**src/hw/rtl/wsd_pkg.sv**
```systemverilog
package wsd_pkg;

  localparam int unsigned LenW   = 64;
  localparam int unsigned KeyW   = 32;
  localparam int unsigned HcntW  = 4;

  localparam logic [3:0] OpCont  = 4'd0;
  localparam logic [3:0] OpText  = 4'd1;
  localparam logic [3:0] OpBin   = 4'd2;
  localparam logic [3:0] OpClose = 4'd8;
  localparam logic [3:0] OpPing  = 4'd9;
  localparam logic [3:0] OpPong  = 4'd10;

  localparam logic [6:0] Len16Code = 7'd126;
  localparam logic [6:0] Len64Code = 7'd127;

  localparam logic KindHeader  = 1'b0;
  localparam logic KindPayload = 1'b1;

  typedef enum logic [1:0] {
    PH_HEADER  = 2'b01,
    PH_PAYLOAD = 2'b10
  } phase_t;

  typedef struct packed {
    logic            kind;
    logic            status;
    logic            fin;
    logic [3:0]      opcode;
    logic            masked;
    logic [LenW-1:0] payload_length;
    logic [3:0]      header_size;
    logic [KeyW-1:0] mask_key;
    logic [7:0]      payload_byte;
    logic            last;
  } res_t;

  function automatic logic opcode_ok(input logic [3:0] op);
    logic ok;
    ok = (op == OpCont) || (op == OpText) || (op == OpBin) ||
         (op == OpClose) || (op == OpPing) || (op == OpPong);
    return ok;
  endfunction

endpackage

```
**src/hw/rtl/wsd_parse.sv**
```systemverilog
module wsd_parse (
  input  logic          clk,
  input  logic          rst_n,
  input  logic          acc,
  input  logic [7:0]    data_byte,
  output logic          emit,
  output wsd_pkg::res_t res
);
  import wsd_pkg::*;

  phase_t              phase_r, phase_nxt;
  logic [HcntW-1:0]    hcnt_r, hcnt_nxt;
  logic [15:0]         ftb_r, ftb_nxt;
  logic [LenW-1:0]     len_r, len_nxt;
  logic [KeyW-1:0]     key_r, key_nxt;
  logic [LenW-1:0]     left_r, left_nxt;
  logic [1:0]          kpos_r, kpos_nxt;
  logic                drop_r, drop_nxt;

  logic [7:0]          b0, b1;
  logic [3:0]          ext, size;
  logic [HcntW:0]      cnt_inc;
  logic [7:0]          kb;
  logic                bad;
  logic [LenW-1:0]     plen;

  always_comb begin
    unique case (kpos_r)
      2'd0: kb = key_r[31:24];
      2'd1: kb = key_r[23:16];
      2'd2: kb = key_r[15:8];
      2'd3: kb = key_r[7:0];
      default: kb = key_r[31:24];
    endcase
  end

  always_comb begin
    phase_nxt = phase_r;
    hcnt_nxt  = hcnt_r;
    ftb_nxt   = ftb_r;
    len_nxt   = len_r;
    key_nxt   = key_r;
    left_nxt  = left_r;
    kpos_nxt  = kpos_r;
    drop_nxt  = drop_r;
    emit      = 1'b0;
    res       = '0;
    b0        = '0;
    b1        = '0;
    ext       = '0;
    size      = 4'd2;
    cnt_inc   = {1'b0, hcnt_r} + {{HcntW{1'b0}}, 1'b1};
    bad       = 1'b0;
    plen      = '0;
    unique case (phase_r)
      PH_PAYLOAD: begin
        left_nxt = left_r - {{(LenW-1){1'b0}}, 1'b1};
        kpos_nxt = kpos_r + 2'd1;
        emit     = !drop_r;
        res.kind         = KindPayload;
        res.payload_byte = data_byte ^ kb;
        res.last         = (left_nxt == '0);
        if (left_nxt == '0) begin
          phase_nxt = PH_HEADER;
        end
      end
      default: begin
        if (hcnt_r == '0) begin
          ftb_nxt = {data_byte, 8'h00};
          len_nxt = '0;
          key_nxt = '0;
        end else if (hcnt_r == 4'd1) begin
          ftb_nxt = {ftb_r[15:8], data_byte};
        end
        b0 = ftb_nxt[15:8];
        b1 = ftb_nxt[7:0];
        if (b1[6:0] == Len16Code) begin
          ext = 4'd2;
        end else if (b1[6:0] == Len64Code) begin
          ext = 4'd8;
        end
        size = 4'd2 + ext + (b1[7] ? 4'd4 : 4'd0);
        if (hcnt_r >= 4'd2) begin
          if (hcnt_r < 4'd2 + ext) begin
            len_nxt = {len_nxt[LenW-9:0], data_byte};
          end else begin
            key_nxt = {key_nxt[KeyW-9:0], data_byte};
          end
        end
        if (hcnt_r == '0 || cnt_inc < {1'b0, size}) begin
          hcnt_nxt = cnt_inc[HcntW-1:0];
        end else begin
          hcnt_nxt = '0;
          bad  = (b0[6:4] != 3'b000) || !opcode_ok(b0[3:0]);
          plen = (ext == 4'd0) ? {{(LenW-7){1'b0}}, b1[6:0]} : len_nxt;
          emit = 1'b1;
          res.kind           = KindHeader;
          res.status         = bad;
          res.fin            = b0[7];
          res.opcode         = b0[3:0];
          res.masked         = b1[7];
          res.payload_length = plen;
          res.header_size    = size;
          res.mask_key       = key_nxt;
          left_nxt  = plen;
          kpos_nxt  = 2'd0;
          drop_nxt  = bad;
          phase_nxt = (plen != '0) ? PH_PAYLOAD : PH_HEADER;
        end
      end
    endcase
  end

  always_ff @(posedge clk) begin
    if (!rst_n) begin
      phase_r <= PH_HEADER;
      hcnt_r  <= '0;
      ftb_r   <= '0;
      len_r   <= '0;
      key_r   <= '0;
      left_r  <= '0;
      kpos_r  <= '0;
      drop_r  <= 1'b0;
    end else if (acc) begin
      phase_r <= phase_nxt;
      hcnt_r  <= hcnt_nxt;
      ftb_r   <= ftb_nxt;
      len_r   <= len_nxt;
      key_r   <= key_nxt;
      left_r  <= left_nxt;
      kpos_r  <= kpos_nxt;
      drop_r  <= drop_nxt;
    end
  end

endmodule

```
**src/hw/rtl/wsd_out_buf.sv**
```systemverilog
module wsd_out_buf (
  input  logic          clk,
  input  logic          rst_n,
  input  logic          push,
  input  wsd_pkg::res_t push_res,
  output logic          full,
  output logic          out_valid,
  input  logic          out_stall,
  output wsd_pkg::res_t out_res
);
  import wsd_pkg::*;

  res_t        slot_r [2];
  logic        wptr_r, wptr_nxt;
  logic        rptr_r, rptr_nxt;
  logic [1:0]  cnt_r, cnt_nxt;
  logic        pop;

  assign full      = (cnt_r == 2'd2);
  assign out_valid = (cnt_r != 2'd0);
  assign out_res   = slot_r[rptr_r];
  assign pop       = out_valid && !out_stall;

  always_comb begin
    wptr_nxt = push ? !wptr_r : wptr_r;
    rptr_nxt = pop ? !rptr_r : rptr_r;
    cnt_nxt  = cnt_r + {1'b0, push} - {1'b0, pop};
  end

  always_ff @(posedge clk) begin
    if (push) begin
      slot_r[wptr_r] <= push_res;
    end
  end

  always_ff @(posedge clk) begin
    if (!rst_n) begin
      wptr_r <= 1'b0;
      rptr_r <= 1'b0;
      cnt_r  <= 2'd0;
    end else begin
      wptr_r <= wptr_nxt;
      rptr_r <= rptr_nxt;
      cnt_r  <= cnt_nxt;
    end
  end

endmodule

```
**src/hw/rtl/websocket_frame_deframer_top.sv**
```systemverilog
// websocket frame deframer, receive side
// input channel: one frame-stream byte per request on in_data_byte,
// handshake in_valid / in_stall
// output channel: one result per request, out_kind 0 for a header
// result, 1 for an unmasked payload byte with out_last on the final one
// a header result appears when the last header byte (2 to 14) arrives;
// payload bytes of an invalid frame are dropped without a result
// each result is registered in the output buffer when its input byte is taken
// throughput: one byte per cycle while in_stall is low; the parser state and
// a 64-bit length countdown update as each byte is taken, results go to a
// two-entry buffer; while the buffer is full (receiver stalling) in_stall is
// high and no byte is taken; a buffer entry is freed in the cycle after it
// is taken; reset (rst_n low, synchronous) returns the parser to the start
// of a header and empties the result buffer
module websocket_frame_deframer_top (
  input  logic        clk,
  input  logic        rst_n,
  input  logic        in_valid,
  output logic        in_stall,
  input  logic [7:0]  in_data_byte,
  output logic        out_valid,
  input  logic        out_stall,
  output logic        out_kind,
  output logic        out_status,
  output logic        out_fin,
  output logic [3:0]  out_opcode,
  output logic        out_masked,
  output logic [63:0] out_payload_length,
  output logic [3:0]  out_header_size,
  output logic [31:0] out_mask_key,
  output logic [7:0]  out_payload_byte,
  output logic        out_last
);
  import wsd_pkg::*;

  logic acc;
  logic emit;
  logic full;
  res_t res;
  res_t ores;

  assign in_stall = full;
  assign acc      = in_valid && !full;

  wsd_parse u_parse (
    .clk       (clk),
    .rst_n     (rst_n),
    .acc       (acc),
    .data_byte (in_data_byte),
    .emit      (emit),
    .res       (res)
  );

  wsd_out_buf u_out_buf (
    .clk       (clk),
    .rst_n     (rst_n),
    .push      (acc && emit),
    .push_res  (res),
    .full      (full),
    .out_valid (out_valid),
    .out_stall (out_stall),
    .out_res   (ores)
  );

  assign out_kind           = ores.kind;
  assign out_status         = ores.status;
  assign out_fin            = ores.fin;
  assign out_opcode         = ores.opcode;
  assign out_masked         = ores.masked;
  assign out_payload_length = ores.payload_length;
  assign out_header_size    = ores.header_size;
  assign out_mask_key       = ores.mask_key;
  assign out_payload_byte   = ores.payload_byte;
  assign out_last           = ores.last;

endmodule
```
**config.mk**
```make
export PLATFORM = sky130hd
export DESIGN_NAME = websocket_frame_deframer_top
export DESIGN_NICKNAME = d
export VERILOG_FILES = /design/src/hw/rtl/wsd_pkg.sv /design/src/hw/rtl/wsd_parse.sv /design/src/hw/rtl/wsd_out_buf.sv /design/src/hw/rtl/websocket_frame_deframer_top.sv
export SDC_FILE = /design/constraint.sdc
export NUM_CORES = 1
export LEC_CHECK = 0
export BUFFER_PORTS_ARGS = -buffer_cell sky130_fd_sc_hd__buf_2
export CAP_MARGIN = 20
export CORE_MARGIN = 8
export CORE_UTILIZATION = 65
export CTS_CLUSTER_SIZE = 14
export DETAILED_ROUTE_END_ITERATION = 10
export PLACE_DENSITY = 0.81
export SYNTH_ARGS = -nofsm -noshare
export SYNTH_HDL_FRONTEND = slang
export SYNTH_SLANG_ARGS = --single-unit
```
**constraint.sdc**
```tcl
create_clock -name clk -period 16.6 [get_ports clk]
set_clock_uncertainty 0.2 [all_clocks]
set_input_delay 3.32 -clock clk [delete_from_list [all_inputs] [get_ports clk]]
set_output_delay 3.32 -clock clk [all_outputs]
set_load 0.03 [all_outputs]
```
==> Word level (Yosys, flattened, before mapping) <==
Memory sizes are Yosys's and may differ from the RTL's. A register that Yosys moved wholly into a read port is not among the register bits.
Index checks and enable logic that the tools add are counted.
Widths: inputs -> output; s select.
{ "op_classes": {"bitwise": 3, "n_mux": 35, "eq_ne": 15, "reduce_logical": 28, "addsub": 7, "n_lt_le_gt_ge": 3} }
{ "ops": {"columns": ["cell", "n"], "rows": [
  ["$mux 64", 7],
  ["$mux 107", 2],
  ["$mux 32", 3],
  ["$logic_not 64->1", 1],
  ["$reduce_bool 64->1", 1],
  ["$sub 64x1->64 const B", 1],
  ["$mux 16", 2],
  ["$pmux 8 s4", 1],
  ["$mux 4", 4],
  ["$eq 7x7->1 const B", 2],
  ["$eq 4x4->1 const B", 3],
  ["$logic_not 4->1", 3],
  ["$mux 2", 6],
  ["$mux 9", 1],
  ["$eq 2x2->1 const B", 4],
  ["$eq 4x1->1 const B", 2],
  ["$mux 8", 1],
  ["$xor 8x8->8", 1],
  ["$logic_or 1x1->1", 7],
  ["$mux 1", 7],
  ["$logic_not 1->1", 6],
  ["$reduce_and 3->1", 2],
  ["$add 4x1->5 const B", 1],
  ["$lt 5x4->1", 1],
  ["18 further kinds", 22]
]} }
{ "word_totals": {"reg_bits": 189, "input_bits": 12, "word_cells": 103, "memories": 1, "ramBits": 234, "out_inout_bits": 119} }
{ "mem_list": {"columns": ["memory", "depth", "word_bits", "rd", "rd_clocked_by_memory_dff", "write_ports", "line", "text"], "rows": [
  ["u_out_buf.slot_r", 2, 117, 1, 1, 1, "wsd_out_buf.sv:13", "res_t slot_r [2];"]
]} }

==> Longest topological paths before layout <==
{ "depth": {"depth_word": 18, "mapped_depth": 22, "mapped_depth_nobuf": 20} }

==> By module <==
A second synthesis with hierarchy kept.
{ "hier_totals": {"cells_unflattened": 1995, "area_unflattened_um2": 20365.8} }
{ "by_module_without_submodules": {"columns": ["module", "seq_area_each_um2", "instances", "cells_each", "area_per_inst_um2"], "rows": [
  ["wsd_parse", 3703.6, 1, 1606, 11551.1],
  ["wsd_out_buf", 7126.8, 1, 387, 8799.7],
  ["websocket_frame_deframer_top", 0.0, 1, 2, 15.0]
]} }

==> Least setup slack after synthesis <==
Ideal clock, no wire load.
{ "synth_path": {"path_type": "input port to flip-flop", "from": "in in_data_byte[3]", "to": "mem u_out_buf.slot_r[1][0] in the netlist's numbering (enable)", "t_arrival_ps": 11122, "slack_ps": 4670, "required_time_ps": 15792, "n_path_buf": 3, "setup_time_ps": 608, "cell_stages": 15, "path_cell_list": "buf_1 -> nand2_1 -> a22oi_1 -> nand3_1 -> clkbuf_1 -> clkbuf_1 -> nor2_1 -> ha_1 -> xor2_1 -> ha_1 -> nand2_1 -> o211ai_1 -> nand2_1 -> o21a_1 -> nor2b_1"} }
{ "synth_via": {"elab_chain_len": 16, "word_cells_on_any_way": 17, "cone_classes": "add/sub: 2; order compare: 1; eq/ne: 2; mux: 10; reduce/logical: 2"} }
{ "synth_rtl": {"columns": ["item", "line", "text"], "rows": [
  ["start: declaration", "websocket_frame_deframer_top.sv:20", "input logic [7:0] in_data_byte,"],
  ["$mux 8 (*)", "wsd_parse.sv:72", "end else if (hcnt_r == 4'd1) begin"],
  ["$mux 16 (*)", "wsd_parse.sv:68", "if (hcnt_r == '0) begin"],
  ["$mux 16 (*)", "wsd_parse.sv:55", "unique case (phase_r)"],
  ["$eq 7x7->1", "wsd_parse.sv:79", "end else if (b1[6:0] == Len64Code) begin"],
  ["$mux 4", "wsd_parse.sv:79", null],
  ["$mux 4 (*)", "wsd_parse.sv:77", "if (b1[6:0] == Len16Code) begin"],
  ["$mux 4 (*)", "wsd_parse.sv:55", null],
  ["$add 2x4->4 (*)", "wsd_parse.sv:82", "size = 4'd2 + ext + (b1[7] ? 4'd4 : 4'd0);"],
  ["$add 4x4->4 (*)", "wsd_parse.sv:82", null],
  ["$lt 5x4->1 (*)", "wsd_parse.sv:90", "if (hcnt_r == '0 || cnt_inc < {1'b0, size}) begin"],
  ["$logic_or 1x1->1 (*)", "wsd_parse.sv:90", null],
  ["$mux 1 (*)", "wsd_parse.sv:90", null],
  ["$mux 1 (*)", "wsd_parse.sv:55", null],
  ["$logic_and 1x1->1 (*)", "websocket_frame_deframer_top.sv:57", ".push (acc && emit),"],
  ["$mux 1 (*)", "wsd_out_buf.sv:31", "if (push) begin"],
  ["$mux 1 (implied by the code) (*)", "wsd_out_buf.sv:32", "slot_r[wptr_r] <= push_res;"],
  ["end: declaration", "wsd_out_buf.sv:13", null]
]} }
Every way passes the cells marked *; elsewhere a longest branch is shown, timed or not. The select of a mux whose other input is x is not followed.

==> Final worst setup path <==
{ "layout_path": {"from": "in in_data_byte[3]", "to": "mem u_out_buf.slot_r[1][64] in the netlist's numbering (enable)"} }
Same word-level chain as after synthesis.

==> out/summary.txt <==
Synth Area in Simple Gates = 0.1615
post-synthesis cell area = 0.02022 sq mm
Post-synth EDFFs = 232
syn_nets = 1977
post-layout minimum cycle time = 8.432 ns
gr usage total = 0.3044
Total Nets Final = 2017
Overflow after GRT = 0
Max Root-Sink Buffers = 3
Worst Path Required = 16.57 ns
Hold Vio Cnt, Final = 0
Seq cells post-synth = 422
syn avg cell area = 10.38 sq um
total power = 0.002981 W
worst skew pair latency = 0.56 ns
Mapped Cells = 1948
startpoint class of the critical path = input pin
max_cap viols = 0
Core ar. = 0.03059 sq mm
fmax = 0.1186 GHz
CP Max Fanout = 60
Post-Synth Adder-Cell Area = 0.01052
XOR/XNOR share of the synthesized area = 0.01429
Worst EP arrival = 8.40 ns
VDD IR max = 97.85 uV
routed wire length = 57.96 mm
number of global-route vias before repair = 15330
yosys warns = 0
slew at the pin with the worst max-slew slack = 1.101 ns
residual DRC count = 0
Yosys cell types = 79
CP Class = input pin to register
register area share after synthesis = 0.5326
Iter 0 DRT Violations = 2503
PostCTS Resize Cnt = 0
drt via density = 6.841
FP Rows = 64
commonest non-fill, non-tap cell in the layout = nor2_1
Die Span X = 192.4 um
Final ANT Viol Nets = 0
final setup violation count = 0
clock buffer count from CTS = 42
Post-CTS Setup Inserts = 0
first-pass GRT wire length = 89.18 mm
I/O pins = 131
RSZ-0062 raised after global routing = no
commonest non-fill, non-tap cells in the layout = nor2_1 (299), edfxtp_1 (232), dfxtp_1 (189), buf_2 (129), a22oi_1 (125)
antenna violations before repair = 0
CTS tree = done
Final Max Slew Viols = 0
main combinational cell family by area after synthesis = simple AND/OR/NAND/NOR gates
clock sink count = 422
Area Overhead vs Synth = 10.31%
main flop type after synthesis = edfxtp_1
Die Height = 192.4 um
mux cell area share after synthesis = 0.1062
share of cells above drive strength 1 = 0.1835
Initial Util = 0.6611
Crit. End Element = register
Compound-Gate Fraction of Synth Area = 0.1383
largest net degree at the start of global routing = 113
routed wire length per instance = 23.97 um
clock root buffer = clkbuf_16
global placer's final weighted congestion = 0.9454
Clock transition at path regs = 0.06 ns
FFs w/ async S/R, synth = 0
via count = 16540
leakage power = 8.058 nW
Port Buffers = 129
full die area = 0.03701 sq mm
outcome = completed
setup tns final = 0 ns
pwr dens = 133.6 mW/mm^2
DRT Pass-1 Iters = 7
hpwl dp = 38.47 mm
Antenna Cells = 0
hold buffer count at CTS = 0
fin crit share = 0.5080
Worst Hold Class = register to register
H-tree levels = 2
slew margin rel. = 0.2597
[final timing paths]
| kind | slack, ns | from | depth (start not counted) | end |
|---|---|---|---|---|
| setup / recovery | 8.17 | in_data_byte[3] | 15 | u_out_buf.slot_r[1][64] |
| hold reg to reg | 0.26 | u_parse.ftb_r[15] | 2 | u_parse.ftb_r[15] |
| hold / removal | 0.26 | u_parse.ftb_r[15] | 2 | u_parse.ftb_r[15] |
| setup reg to reg | 9.81 | u_parse.hcnt_r[1] | 17 | u_out_buf.slot_r[1][64] |
[Yosys cell counts, types with 4 or more instances]
| master | n | share of area |
|---|---|---|
| buf_2 | 29 | 0.0072 |
| a222oi_1 | 8 | 0.0040 |
| and2_1 | 15 | 0.0046 |
| a21o_1 | 5 | 0.0019 |
| and3_1 | 16 | 0.0049 |
| nand2b_1 | 7 | 0.0022 |
| nor4_2 | 8 | 0.0049 |
| or3_1 | 9 | 0.0028 |
| buf_1 | 12 | 0.0022 |
| inv_1 | 16 | 0.0030 |
| ha_1 | 17 | 0.011 |
| nand3_1 | 33 | 0.0082 |
| a211oi_1 | 21 | 0.0078 |
| xor2_1 | 15 | 0.0065 |
| edfxtp_1 | 232 | 0.34 |
| a22oi_1 | 125 | 0.046 |
| nor3_1 | 49 | 0.012 |
| mux2i_1 | 84 | 0.042 |
| xnor2_1 | 18 | 0.0078 |
| mux2_2 | 116 | 0.065 |
| clkbuf_1 | 102 | 0.019 |
| dfxtp_1 | 190 | 0.19 |
| nand4_1 | 14 | 0.0043 |
| nand2_1 | 121 | 0.022 |
| nand3b_1 | 4 | 0.0015 |
| o32ai_1 | 18 | 0.0078 |
| o21a_1 | 4 | 0.0015 |
| nor2_1 | 301 | 0.056 |
| nor4b_1 | 4 | 0.0017 |
| a21oi_1 | 93 | 0.023 |
| or4_1 | 6 | 0.0022 |
| nor4_1 | 53 | 0.016 |
| o22ai_1 | 22 | 0.0068 |
| nor2b_1 | 6 | 0.0019 |
| buf_4 | 9 | 0.0033 |
| o21ai_0 | 88 | 0.022 |
| or2_2 | 4 | 0.0012 |
| a31oi_1 | 7 | 0.0022 |
[cell families (layout without fill, tap and decap cells)]
kind of cell,count (synthesis),in the layout
AND/OR/NAND/NOR,676,676
AO/OA/AOI/OAI,426,426
buffers and inverters,173,247
XOR/XNOR,33,33
flip-flops,422,422
other,1,1
multiplexers,200,200
adder cells (fa/ha/maj),17,17
[worst max-delay path, cell delays in order]
cell and delay [ns]:
buf_2 0.19, nand2_1 0.09, a22oi_1 0.43, nand3_1 0.79, nor2_1 0.46, ha_1 0.22
xor2_1 0.08, ha_1 0.30, nand2_1 0.06, o211ai_1 0.35, nand2_1 0.22, o21a_1 0.25
nor2b_4 0.13, buf_4 0.70, buf_4 0.75
[stage by stage]
| step | instances | util | worst slack, ns | hold slack, ns | area [sq um] |
|---|---|---|---|---|---|
| floorplan | 1948 | - | 4.670 | 0.2319 | 20220 |
| global placement | 2339 | 0.6837 | 7.819 | 0.2411 | 20910 |
| detailed placement | 2339 | 0.6837 | 7.688 | 0.2516 | 20910 |
| CTS | 2417 | 0.7284 | 8.227 | 0.2640 | 22280 |
| global route | 2418 | 0.7293 | 7.779 | 0.2735 | 22310 |
| finish | 2418 | 0.7293 | 8.168 | 0.2626 | 22310 |
[layout make-up]
| class | instances | area (sq um) |
|---|---|---|
| Multi-Input combinational cell | 1353 | 8771 |
| Clock inverter | 16 | 170.2 |
| Fill cell | 2142 | 8282 |
| Inverter | 18 | 70.07 |
| Timing Repair Buffer | 151 | 830.8 |
| Tap cell | 396 | 495.5 |
| Sequential cell | 422 | 10770 |
| Clock buffer | 62 | 1196 |
[registers in the layout (all words and copies together) (netlist names), named ones only]
| signal | flops |
|---|---|
| u_out_buf.cnt_r | 2 |
| u_parse.drop_r | 1 |
| u_parse.kpos_r | 2 |
| u_out_buf.slot_r | 232 |
| u_parse.len_r | 64 |
| u_out_buf.wptr_r | 1 |
| u_parse.left_r | 64 |
| u_parse.phase_r | 2 |
| u_parse.key_r | 32 |
| u_parse.ftb_r | 16 |
| u_parse.hcnt_r | 4 |
| u_out_buf.rptr_r | 1 |
[layer usage]
layer / vias to the layer above / global-route usage / part of all wire
met2: 1119 / 0.4488 / 0.43
met1: 7962 / 0.4493 / 0.42
met3: 131 / 0.06306 / 0.12
li1: 7330 / - / -
met5: - / 0 / 0
met4: 0 / 0.08431 / 0.025
[report_power, final]
part           switching (W)  internal, W
logic               0.000568     0.000277
clock network       0.000409     0.000536
registers          0.0000483      0.00114
No activity file was read; power rests on OpenSTA's default activity.
